==> config.mk <==
export PLATFORM = sky130hd
export DESIGN_NAME = modem_result_code_recognizer
export DESIGN_NICKNAME = d
export VERILOG_FILES = /design/src/rtl/mrc_pkg.sv /design/src/rtl/mrc_in_buf.sv /design/src/rtl/mrc_core.sv /design/src/rtl/modem_result_code_recognizer.sv
export SDC_FILE = /design/constraint.sdc
export NUM_CORES = 1
export LEC_CHECK = 0
export ABC_CLOCK_PERIOD_IN_PS = 15700
export BUFFER_PORTS_ARGS = -buffer_cell sky130_fd_sc_hd__buf_2
export CAP_MARGIN = 30
export CORE_MARGIN = 1.5
export CORE_UTILIZATION = 50
export CTS_CLUSTER_SIZE = 24
export DETAILED_ROUTE_END_ITERATION = 10
export PLACE_DENSITY = 0.77
export SLEW_MARGIN = 20
export SYNTH_ARGS = -nofsm -noshare
export SYNTH_HDL_FRONTEND = slang
export SYNTH_HIERARCHICAL = 1
export SYNTH_SLANG_ARGS = --single-unit
export TNS_END_PERCENT = 20
==> constraint.sdc <==
create_clock -name clk -period 15.7 [get_ports clk]
set_input_delay 0 -clock clk [delete_from_list [all_inputs] [get_ports clk]]
set_output_delay 0 -clock clk [all_outputs]
set_load 0.05 [all_outputs]
==> src/rtl/mrc_pkg.sv <==
// Shared types, constants and word table for the modem result code recogniser.
// Used by every module in rtl/; depends on nothing else.
package mrc_pkg;

  localparam int LINE_MAX_DEF = 29;

  localparam int NUM_WORDS  = 18;
  localparam int WORD_CHARS = 14;

  // Disposition codes
  localparam logic [2:0] DISP_FAIL      = 3'd0;
  localparam logic [2:0] DISP_IGNORE    = 3'd1;
  localparam logic [2:0] DISP_CONNECTED = 3'd2;
  localparam logic [2:0] DISP_RING      = 3'd3;
  localparam logic [2:0] DISP_FAX       = 3'd4;

  // Matched entry codes beyond the word table
  localparam logic [4:0] MATCH_FAX  = 5'd18;
  localparam logic [4:0] MATCH_NONE = 5'd19;

  localparam int CONNECT_ENTRY = 6;
  localparam int FAX_BIT       = 18;
  localparam int ALIVE_W       = 19;

  localparam logic [7:0] CHAR_NUL = 8'h00;
  localparam logic [7:0] CHAR_TAB = 8'h09;
  localparam logic [7:0] CHAR_LF  = 8'h0A;
  localparam logic [7:0] CHAR_CR  = 8'h0D;
  localparam logic [7:0] CHAR_SP  = 8'h20;

  localparam logic [15:0] BAUD_NONE  = 16'd0;
  localparam logic [15:0] BAUD_300   = 16'd300;
  localparam logic [15:0] BAUD_1200  = 16'd1200;
  localparam logic [15:0] BAUD_MAX   = 16'hFFFF;

  typedef logic [8*WORD_CHARS-1:0] word_t;

  // String literals are right-aligned: the last character sits in the low byte
  localparam word_t WORD_TAB [NUM_WORDS] = '{
    "RINGING", "RING RESPONSE", "RING", "+FCON", "FCON", "CONNECT FAX",
    "CONNECT", "V.23 CONNECT", "RRING", "BUSY", "VOICE", "ERROR", "OK",
    "NO CARRIER", "NO DIAL", "DIALING", "NO ANSWER", "DIAL TONE"
  };

  localparam logic [3:0] WORD_LEN [NUM_WORDS] = '{
    4'd7, 4'd13, 4'd4, 4'd5, 4'd4, 4'd11, 4'd7, 4'd12, 4'd5, 4'd4, 4'd5, 4'd5,
    4'd2, 4'd10, 4'd7, 4'd7, 4'd9, 4'd9
  };

  localparam logic [2:0] WORD_DISP [NUM_WORDS] = '{
    DISP_IGNORE, DISP_IGNORE, DISP_RING, DISP_FAX, DISP_FAX, DISP_FAX,
    DISP_CONNECTED, DISP_CONNECTED, DISP_IGNORE, DISP_FAIL, DISP_FAIL,
    DISP_FAIL, DISP_FAIL, DISP_FAIL, DISP_FAIL, DISP_IGNORE, DISP_FAIL,
    DISP_IGNORE
  };

  typedef struct packed {
    logic       cmd;
    logic [7:0] char_code;
  } mrc_item_t;

  typedef struct packed {
    logic [2:0]  disposition;
    logic [4:0]  matched_entry;
    logic [15:0] baud_rate;
    logic        reliable_info;
  } mrc_result_t;

  // Character p (from the first) of table word idx; zero past the end
  function automatic logic [7:0] word_char(input int idx, input logic [3:0] p);
    int base;
    base = 8 * (int'(WORD_LEN[idx]) - 1 - int'(p));
    if (p < WORD_LEN[idx]) begin
      return WORD_TAB[idx][base +: 8];
    end else begin
      return 8'h00;
    end
  endfunction

  // Fold ASCII a..z to upper case only
  function automatic logic [7:0] fold(input logic [7:0] c);
    if (c >= "a" && c <= "z") begin
      return c - 8'd32;
    end else begin
      return c;
    end
  endfunction

  function automatic logic is_blank(input logic [7:0] c);
    return (c == CHAR_SP) || (c == CHAR_TAB);
  endfunction

endpackage

==> src/rtl/mrc_in_buf.sv <==
// Input skid buffer: a main register and a skid register for incoming items.
// Uses mrc_pkg for the item type; stall is driven straight from a register.
module mrc_in_buf (
  input  logic              clk,
  input  logic              rst_n,
  input  logic              in_valid,
  output logic              in_stall,
  input  mrc_pkg::mrc_item_t in_item,
  input  logic              take,
  output logic              item_valid,
  output mrc_pkg::mrc_item_t item
);

  logic               main_valid_r, main_valid_nxt;
  logic               skid_valid_r, skid_valid_nxt;
  mrc_pkg::mrc_item_t main_r, main_nxt;
  mrc_pkg::mrc_item_t skid_r, skid_nxt;
  logic               accept;

  assign in_stall   = skid_valid_r;
  assign accept     = in_valid && !skid_valid_r;
  assign item_valid = main_valid_r;
  assign item       = main_r;

  always_comb begin
    main_valid_nxt = main_valid_r;
    skid_valid_nxt = skid_valid_r;
    main_nxt       = main_r;
    skid_nxt       = skid_r;
    if (take) begin
      // refill main from the skid stage first, then from the port
      if (skid_valid_r) begin
        main_nxt       = skid_r;
        skid_valid_nxt = 1'b0;
      end else if (accept) begin
        main_nxt = in_item;
      end else begin
        main_valid_nxt = 1'b0;
      end
    end else if (accept) begin
      if (!main_valid_r) begin
        main_nxt       = in_item;
        main_valid_nxt = 1'b1;
      end else begin
        skid_nxt       = in_item;
        skid_valid_nxt = 1'b1;
      end
    end
  end

  always_ff @(posedge clk) begin
    if (!rst_n) begin
      main_valid_r <= 1'b0;
      skid_valid_r <= 1'b0;
    end else begin
      main_valid_r <= main_valid_nxt;
      skid_valid_r <= skid_valid_nxt;
    end
    main_r <= main_nxt;
    skid_r <= skid_nxt;
  end

endmodule

==> src/rtl/mrc_core.sv <==
// Line state and recogniser logic: incremental prefix match, connect-speed
// parse and end-of-line result. Uses mrc_pkg tables, types and functions.
module mrc_core #(
  parameter int LINE_MAX = mrc_pkg::LINE_MAX_DEF
) (
  input  logic                clk,
  input  logic                rst_n,
  input  logic                advance,
  input  mrc_pkg::mrc_item_t  item,
  input  logic [63:0]         fax_text,
  input  logic [3:0]          fax_length,
  output logic                res_valid,
  output mrc_pkg::mrc_result_t res
);

  localparam int CW = $clog2(LINE_MAX + 1);
  localparam logic [31:0] V23_WORD = "V.23";

  localparam logic [1:0] PH_PREFIX = 2'd0;
  localparam logic [1:0] PH_DIGITS = 2'd1;
  localparam logic [1:0] PH_BLANKS = 2'd2;
  localparam logic [1:0] PH_DONE   = 2'd3;

  logic [CW-1:0]                count_r, count_nxt;
  logic [mrc_pkg::ALIVE_W-1:0]  alive_r, alive_nxt;
  logic [1:0]                   phase_r, phase_nxt;
  logic [15:0]                  acc_r, acc_nxt;
  logic                         saw_r, saw_nxt;
  logic                         trail_r, trail_nxt;
  logic                         v23_r, v23_nxt;

  always_comb begin
    logic [7:0]                  c, up, fx;
    logic [CW-1:0]               pos, u_count, f_count;
    logic [mrc_pkg::ALIVE_W-1:0] u_alive, f_alive;
    logic [1:0]                  u_phase;
    logic [15:0]                 u_acc, f_acc, baud;
    logic [19:0]                 acc_x10;
    logic                        u_saw, u_trail, u_v23;
    logic                        f_saw, f_trail, f_v23;
    logic                        is_crlf, finish, found, digit;
    logic [3:0]                  fl;
    logic [2:0]                  disp;
    logic [4:0]                  match;
    logic                        rel;

    c   = item.char_code;
    up  = mrc_pkg::fold(c);
    pos = count_r;
    fl  = (fax_length > 4'd8) ? 4'd8 : fax_length;

    // updated state when the item is an ordinary character
    u_alive = alive_r;
    for (int i = 0; i < mrc_pkg::NUM_WORDS; i++) begin
      if (pos < CW'(mrc_pkg::WORD_LEN[i]) && up != mrc_pkg::word_char(i, pos[3:0])) begin
        u_alive[i] = 1'b0;
      end
    end
    fx = fax_text[{pos[2:0], 3'b000} +: 8];
    if (pos < CW'(fl) && up != mrc_pkg::fold(fx)) begin
      u_alive[mrc_pkg::FAX_BIT] = 1'b0;
    end
    u_v23 = v23_r;
    if (pos < CW'(4) && up != V23_WORD[{~pos[1:0], 3'b000} +: 8]) begin
      u_v23 = 1'b0;
    end

    u_phase = phase_r;
    u_acc   = acc_r;
    u_saw   = saw_r;
    u_trail = trail_r;
    digit   = (c >= "0") && (c <= "9");
    acc_x10 = {1'b0, acc_r, 3'b000} + {3'b000, acc_r, 1'b0} + {16'd0, c[3:0]};
    if (pos >= CW'(7) && alive_r[mrc_pkg::CONNECT_ENTRY] && phase_r != PH_DONE) begin
      if (c == mrc_pkg::CHAR_NUL) begin
        u_phase = PH_DONE;
      end else if (phase_r == PH_PREFIX || phase_r == PH_DIGITS) begin
        if (digit) begin
          u_acc   = (acc_x10 > 20'd65535) ? mrc_pkg::BAUD_MAX : acc_x10[15:0];
          u_saw   = 1'b1;
          u_phase = PH_DIGITS;
        end else if (mrc_pkg::is_blank(c)) begin
          if (phase_r == PH_DIGITS) begin
            u_phase = PH_BLANKS;
          end
        end else begin
          u_trail = 1'b1;
          u_phase = PH_DONE;
        end
      end else if (!mrc_pkg::is_blank(c)) begin
        u_trail = 1'b1;
        u_phase = PH_DONE;
      end
    end
    u_count = pos + CW'(1);

    is_crlf = (c == mrc_pkg::CHAR_CR) || (c == mrc_pkg::CHAR_LF);

    // state that the end-of-line decision looks at
    if (item.cmd || is_crlf) begin
      f_count = count_r;
      f_alive = alive_r;
      f_acc   = acc_r;
      f_saw   = saw_r;
      f_trail = trail_r;
      f_v23   = v23_r;
    end else begin
      f_count = u_count;
      f_alive = u_alive;
      f_acc   = u_acc;
      f_saw   = u_saw;
      f_trail = u_trail;
      f_v23   = u_v23;
    end

    if (item.cmd) begin
      finish = 1'b1;
    end else if (is_crlf) begin
      finish = (count_r != '0);
    end else begin
      finish = (u_count >= CW'(LINE_MAX));
    end

    // first live entry whose whole word has been seen wins
    found = 1'b0;
    match = mrc_pkg::MATCH_NONE;
    disp  = mrc_pkg::DISP_IGNORE;
    for (int i = 0; i < mrc_pkg::NUM_WORDS; i++) begin
      if (!found && f_alive[i] && f_count >= CW'(mrc_pkg::WORD_LEN[i])) begin
        found = 1'b1;
        match = 5'(i);
        disp  = mrc_pkg::WORD_DISP[i];
      end
    end
    if (!found && fl != 4'd0 && f_alive[mrc_pkg::FAX_BIT] && f_count >= CW'(fl)) begin
      match = mrc_pkg::MATCH_FAX;
      disp  = mrc_pkg::DISP_FAX;
    end

    baud = mrc_pkg::BAUD_NONE;
    rel  = 1'b0;
    if (disp == mrc_pkg::DISP_CONNECTED || disp == mrc_pkg::DISP_FAX) begin
      if (f_alive[mrc_pkg::CONNECT_ENTRY] && f_count >= CW'(7)) begin
        rel = f_trail;
        if (!f_saw) begin
          baud = f_trail ? mrc_pkg::BAUD_NONE : mrc_pkg::BAUD_300;
        end else if (f_acc == 16'd1275 || f_acc == 16'd7512 || f_acc == 16'd75 ||
                     f_acc == 16'd212 || f_acc == 16'd12) begin
          baud = mrc_pkg::BAUD_1200;
        end else if (f_acc == 16'd103) begin
          baud = mrc_pkg::BAUD_300;
        end else begin
          baud = f_acc;
        end
      end else if (f_v23 && f_count >= CW'(4)) begin
        baud = mrc_pkg::BAUD_1200;
      end
    end

    res_valid         = advance && finish;
    res.disposition   = disp;
    res.matched_entry = match;
    res.baud_rate     = baud;
    res.reliable_info = rel;

    count_nxt = count_r;
    alive_nxt = alive_r;
    phase_nxt = phase_r;
    acc_nxt   = acc_r;
    saw_nxt   = saw_r;
    trail_nxt = trail_r;
    v23_nxt   = v23_r;
    if (advance) begin
      if (finish) begin
        // start a fresh line
        count_nxt = '0;
        alive_nxt = '1;
        phase_nxt = PH_PREFIX;
        acc_nxt   = '0;
        saw_nxt   = 1'b0;
        trail_nxt = 1'b0;
        v23_nxt   = 1'b1;
      end else if (!item.cmd && !is_crlf) begin
        count_nxt = u_count;
        alive_nxt = u_alive;
        phase_nxt = u_phase;
        acc_nxt   = u_acc;
        saw_nxt   = u_saw;
        trail_nxt = u_trail;
        v23_nxt   = u_v23;
      end
    end
  end

  always_ff @(posedge clk) begin
    if (!rst_n) begin
      count_r <= '0;
      alive_r <= '1;
      phase_r <= PH_PREFIX;
      acc_r   <= '0;
      saw_r   <= 1'b0;
      trail_r <= 1'b0;
      v23_r   <= 1'b1;
    end else begin
      count_r <= count_nxt;
      alive_r <= alive_nxt;
      phase_r <= phase_nxt;
      acc_r   <= acc_nxt;
      saw_r   <= saw_nxt;
      trail_r <= trail_nxt;
      v23_r   <= v23_nxt;
    end
  end

endmodule

==> src/rtl/modem_result_code_recognizer.sv <==
// Modem result code recogniser: top level with configuration and result register.
// Instantiates mrc_in_buf and mrc_core; uses mrc_pkg types and constants.
//
// Usage:
//   Input channel (in_valid / in_stall): one item per transfer, either a
//   received character (in_cmd = 0, in_char_code) or a flush (in_cmd = 1)
//   that ends the current line. in_stall comes straight from the skid
//   register, so it never depends on out_stall in the same cycle.
//   Result channel (out_valid / out_stall): at most one result per item,
//   raised when a line ends (CR/LF after text, line full, or flush).
//   The item that ends the line passes the input register, then the
//   result register, before its result is presented.
//   Throughput: one item per cycle while the result is not stalled; the line
//   match and the connect-speed accumulation are combinational in mrc_core.
//   A stalled result holds; items keep being accepted until the result
//   register and both input registers are full, then in_stall rises.
//   Reset: all registers empty, an empty line, fax word disabled.
//   Configuration (cfg_we, cfg_index, cfg_wdata): write only while idle.
module modem_result_code_recognizer #(
  parameter int LINE_MAX = mrc_pkg::LINE_MAX_DEF
) (
  input  logic        clk,
  input  logic        rst_n,
  input  logic        cfg_we,
  input  logic [1:0]  cfg_index,
  input  logic [63:0] cfg_wdata,
  input  logic        in_valid,
  output logic        in_stall,
  input  logic        in_cmd,
  input  logic [7:0]  in_char_code,
  output logic        out_valid,
  input  logic        out_stall,
  output logic [2:0]  out_disposition,
  output logic [4:0]  out_matched_entry,
  output logic [15:0] out_baud_rate,
  output logic        out_reliable_info
);

  // Register indexes. RINGING already reports ignore in the table, so a write
  // to the ringing-ignored register changes nothing and is not stored.
  localparam logic [1:0] CFG_FAX_TEXT   = 2'd1;
  localparam logic [1:0] CFG_FAX_LENGTH = 2'd2;

  logic [63:0]          fax_text_r;
  logic [3:0]           fax_length_r;
  mrc_pkg::mrc_item_t   in_item, item;
  logic                 item_valid, take;
  logic                 res_valid;
  mrc_pkg::mrc_result_t res;
  logic                 out_valid_r, out_valid_nxt;
  mrc_pkg::mrc_result_t out_r, out_nxt;

  assign in_item.cmd       = in_cmd;
  assign in_item.char_code = in_char_code;

  // advance the line whenever an item is held and the result register can take a result
  assign take = item_valid && (!out_valid_r || !out_stall);

  mrc_in_buf u_in_buf (
    .clk        (clk),
    .rst_n      (rst_n),
    .in_valid   (in_valid),
    .in_stall   (in_stall),
    .in_item    (in_item),
    .take       (take),
    .item_valid (item_valid),
    .item       (item)
  );

  mrc_core #(
    .LINE_MAX (LINE_MAX)
  ) u_core (
    .clk        (clk),
    .rst_n      (rst_n),
    .advance    (take),
    .item       (item),
    .fax_text   (fax_text_r),
    .fax_length (fax_length_r),
    .res_valid  (res_valid),
    .res        (res)
  );

  always_comb begin
    out_valid_nxt = out_valid_r;
    out_nxt       = out_r;
    if (res_valid) begin
      out_valid_nxt = 1'b1;
      out_nxt       = res;
    end else if (!out_stall) begin
      out_valid_nxt = 1'b0;
    end
  end

  always_ff @(posedge clk) begin
    if (!rst_n) begin
      out_valid_r  <= 1'b0;
      fax_text_r   <= '0;
      fax_length_r <= '0;
    end else begin
      out_valid_r <= out_valid_nxt;
      if (cfg_we) begin
        case (cfg_index)
          CFG_FAX_TEXT:   fax_text_r   <= cfg_wdata;
          CFG_FAX_LENGTH: fax_length_r <= cfg_wdata[3:0];
          default: ;
        endcase
      end
    end
    out_r <= out_nxt;
  end

  assign out_valid         = out_valid_r;
  assign out_disposition   = out_r.disposition;
  assign out_matched_entry = out_r.matched_entry;
  assign out_baud_rate     = out_r.baud_rate;
  assign out_reliable_info = out_r.reliable_info;

endmodule
==> implementation parameters <==
Parameter                              Value

Timing
  Post-route clock skew ... 0.0145 ns
  Fin crit share ... 37.5%
  Maximum achievable frequency ... 170 MHz
  Setup repair after global routing missed its margin ... false
  Setup-failing EPs final ... 0
  Worst-Margin Slew ... 1.10 ns
  Final Hold Vio Count ... 0
  Shortest period the worst path allows ... 5.88 ns
  Setup tns final ... 0 ns
  Remaining max-slew budget at the tightest pin ... 26.5%
  Final Slew Violations ... 0
  Setup WS post-layout ... 9.82 ns

GRT
  Via count of the first global-routing pass ... 14100
  Remaining global-route overflow ... 0
  First-pass GRT wire length ... 75.4 mm
  Largest net degree at the start of global routing ... 101
  Antenna violations before repair ... 1
  Combined global-route utilization of all metal layers ... 32.8%

Power
  Switching share of power ... 43.8%
  Combinational share of power ... 45.5%
  Max VDD drop ... 0.0000795 V
  Total power ... 1.67 mW
  Fraction of power consumed by the clock network ... 24.4%
  Power share of the sequential group ... 30.2%
  Power density relative to cell area ... 104 mW/mm^2
  Leakage dissipation ... 6.20 nW
  Net Switching ... 733 uW
  Internal Pwr Total ... 939 uW

Floorplanning
  Std-Cell Core Area ... 0.0278 sq mm
  Row count ... 61
  Number of top-level pins ... 107
  Floorplan die area ... 0.0292 sq mm
  Effective utilization at floorplan ... 50.7%
  Y dimension of the die ... 171 um
  Horizontal die dimension ... 171 um

Clock tree
  Worst-case clock buffer depth ... 2
  CTS Root Buffer Type ... sky130_fd_sc_hd__clkbuf_16
  Count of instances resized after the clock tree is built ... 0
  Cts bufs inserted ... 17
  TritonCTS clock tree ... built
  Clock sink total ... 159
  H-tree levels ... 4
  CTS hold repair buffers ... 75
  Clock edge transition at the registers on the reported setup and hold paths ... 0.07 ns
  Clk_lat worst skew ... 0.43 ns
  Setup Buffers After CTS ... 0

Logic synthesis
  Primary flip-flop cell chosen by synthesis mapping ... sky130_fd_sc_hd__dfxtp_1
  Number of distinct library cells after synthesis ... 104
  Multiplexer fraction of the synthesized cell area ... 9.57%
  Post-synthesis compound-gate area fraction ... 24.9%
  Part of the Yosys area used for sequential elements ... 25.7%
  Gate count after technology mapping ... 1772
  Netlist area before placement ... 0.0141 sq mm
  Synthesis warning total ... 6
  Flip-flop and latch count after synthesis ... 159
  Largest family of logic cells by synthesized area ... compound AO/OA/AOI/OAI gates
  Synth async-reset ratio ... 0%
  Fraction of the mapped netlist area in simple logic gates ... 24.3%
  XOR/XNOR share of the synthesized area ... 4.10%
  Synth Net Count ... 1916
  Synthesized area divided by synthesized cell count ... 7.95 sq um
  Number of enable flip-flop cells after synthesis ... 43
  Post-synthesis share of cell area spent on full adders, half adders and majority gates ... 5.86%

Routing
  Total number of vias ... 15000
  Final routed wirelength across all metal layers ... 48.5 mm
  First-pass DRT Iterations ... 6
  Final routed wire length divided by cell count ... 21.5 um
  Initial DRC Count ... 2186
  DRC ... 0
  Detail Route Antenna Nets ... 0
  Number of vias per cell after detailed routing ... 6.63

Setup path
  Crit path cell chain ... inv_1 > ha_1 > inv_1 > ha_1 > nor2b_1 > a2111oi_0 > o21ai_0 > xor2_1 > nand4_1 > o31ai_1 > buf_2 > a2111oi_4 > nand3_1 > or4_4 > o31a_4 > nor4_1
  Type of element launching the critical path ... flip-flop
  Path length in cells of the critical path ... 16
  Number of buffer and inverter instances along the worst setup path ... 3
  Critical path fanouts, max ... 36
  Depth of the worst register-to-register path ... 16
  Kind of capture point of the worst setup path ... flip-flop
  Category of cells accounting for the largest share of critical-path delay ... compound AO/OA/AOI/OAI gates
  Crit path largest cell delay ... 0.75 ns
  Critical setup path kind ... reg2reg
  Worst path arrival time ... 6.13 ns
  Slowest stage cell, crit path ... sky130_fd_sc_hd__ha_1
  Data required time at the worst endpoint ... 15.94 ns

Worst hold path
  Worst hold path depth ... 3
  Worst hold path class ... in2reg

Final layout
  Area delta synth->final ... 13.8%
  Final-stage net count ... 2007
  Most used cells in the layout excluding fill and tap cells ... sky130_fd_sc_hd__nand2_1, sky130_fd_sc_hd__nor2_1, sky130_fd_sc_hd__o21ai_0
  Fill count ... 2436
  Fraction of layout cells with a size suffix above 1 ... 13.0%
  Area taken by multi-input logic gates ... 0.00970 sq mm
  Sequential standard cell area ... 0.00362 sq mm
  Most frequent standard cell in the layout excluding fill and tap cells ... sky130_fd_sc_hd__nand2_1

Placed design
  Placer Congestion ... 0.984
  Buffers added on ports ... 106
  HPWL after detailed placement ... 31.7 mm
  Pre-CTS WS ... 10.00 ns

Outcome
  Status ... completed

Flow run
  Number of max-capacitance violations reported ... 0
==> power by group through the flow <==
stage	clock network (mW)	registers, mW	logic, mW
after CTS	0.410	0.504	0.726
after global routing	0.422	0.510	0.807
after detailed placement	0	0.513	0.707
final	0.407	0.505	0.760
after global placement	0	0.511	0.695
after floorplan	0	0.537	0.502
==> worst paths after layout <==
| check | from | to | slack (ns) |
|---|---|---|---|
| max | u_core/count_r[2] | out_baud_rate[14] | 9.82 |
| min | cfg_index[1] | fax_length_r[1] | 0.09 |
| max reg2reg | u_core/count_r[2] | out_baud_rate[14] | 9.82 |
| min reg2reg | u_core/alive_r[17] | u_core/alive_r[17] | 0.46 |
==> Yosys cell counts (all sizes together), types with 39 or more instances <==
cell / number / area (sq um)
dfxtp: 116 / 2320
nand2: 263 / 995
clkbuf: 72 / 270
ha: 62 / 776
o21ai: 117 / 586
a21oi: 79 / 395
edfxtp: 43 / 1290
mux2i: 102 / 1020
nor3: 59 / 330
buf: 68 / 384
xnor2: 43 / 384
nand2b: 39 / 244
nor2: 121 / 462
==> flip-flops by register name (all words and copies together), names as in the netlist, 2 cells and up <==
name               flops
u_core/acc_r          16
u_in_buf/skid_r        9
out_baud_rate         16
fax_length_r           4
u_core/count_r         5
u_in_buf/item          9
u_core/alive_r        19
fax_text_r            64
out_matched_entry      5
u_core/phase_r         2
out_disposition        3
==> through the flow <==
step           hold slack [ns]  instances  util [%]  area, sq um
3_3_place_gp             0.193       2141      52.7        14600
5_1_grt                 0.0954       2255      57.7        16000
4_1_cts                 0.0631       2251      57.4        16000
6_report                0.0914       2255      57.7        16000
3_5_place_dp             0.191       2144      52.7        14700
2_1_floorplan           0.0989       1772         -        14100
==> layer usage <==
layer / wire length (um) / GRT usage (%) / up-vias
li1: - / - / 6756
met1: 18600 / 40.2 / 7040
met2: 22300 / 53.7 / 940
met3: 4380 / 4.93 / 216
met4: 3300 / 21.9 / 0
met5: 0 / 0 / -
==> tightest hold or removal path: stages <==
cell	delay, ns
sky130_fd_sc_hd__buf_2	0.11
sky130_fd_sc_hd__nand3b_1	0.25
sky130_fd_sc_hd__mux2i_1	0.11
==> logic make-up (layout without fill, tap and decap cells) <==
logic type,after synthesis,in the layout
multiplexers,123,123
buffers and inverters,174,278
other,0,1
AO/OA/AOI/OAI,495,495
adder cells (fa/ha/maj),65,65
flip-flops,159,159
XOR/XNOR,65,65
AND/OR/NAND/NOR,691,691
==> cell type report <==
type | instances | share of cell area, %
multi-input cells | 1439 | 60.5
flip-flops and latches | 159 | 22.6
well taps | 378 | 2.95
diodes | 1 | 0.0156
inverters | 34 | 0.796
clock inverters | 14 | 0.781
clock buffers | 18 | 2.68
repair buffers | 212 | 9.65
Power figures use the tool's default switching activity.
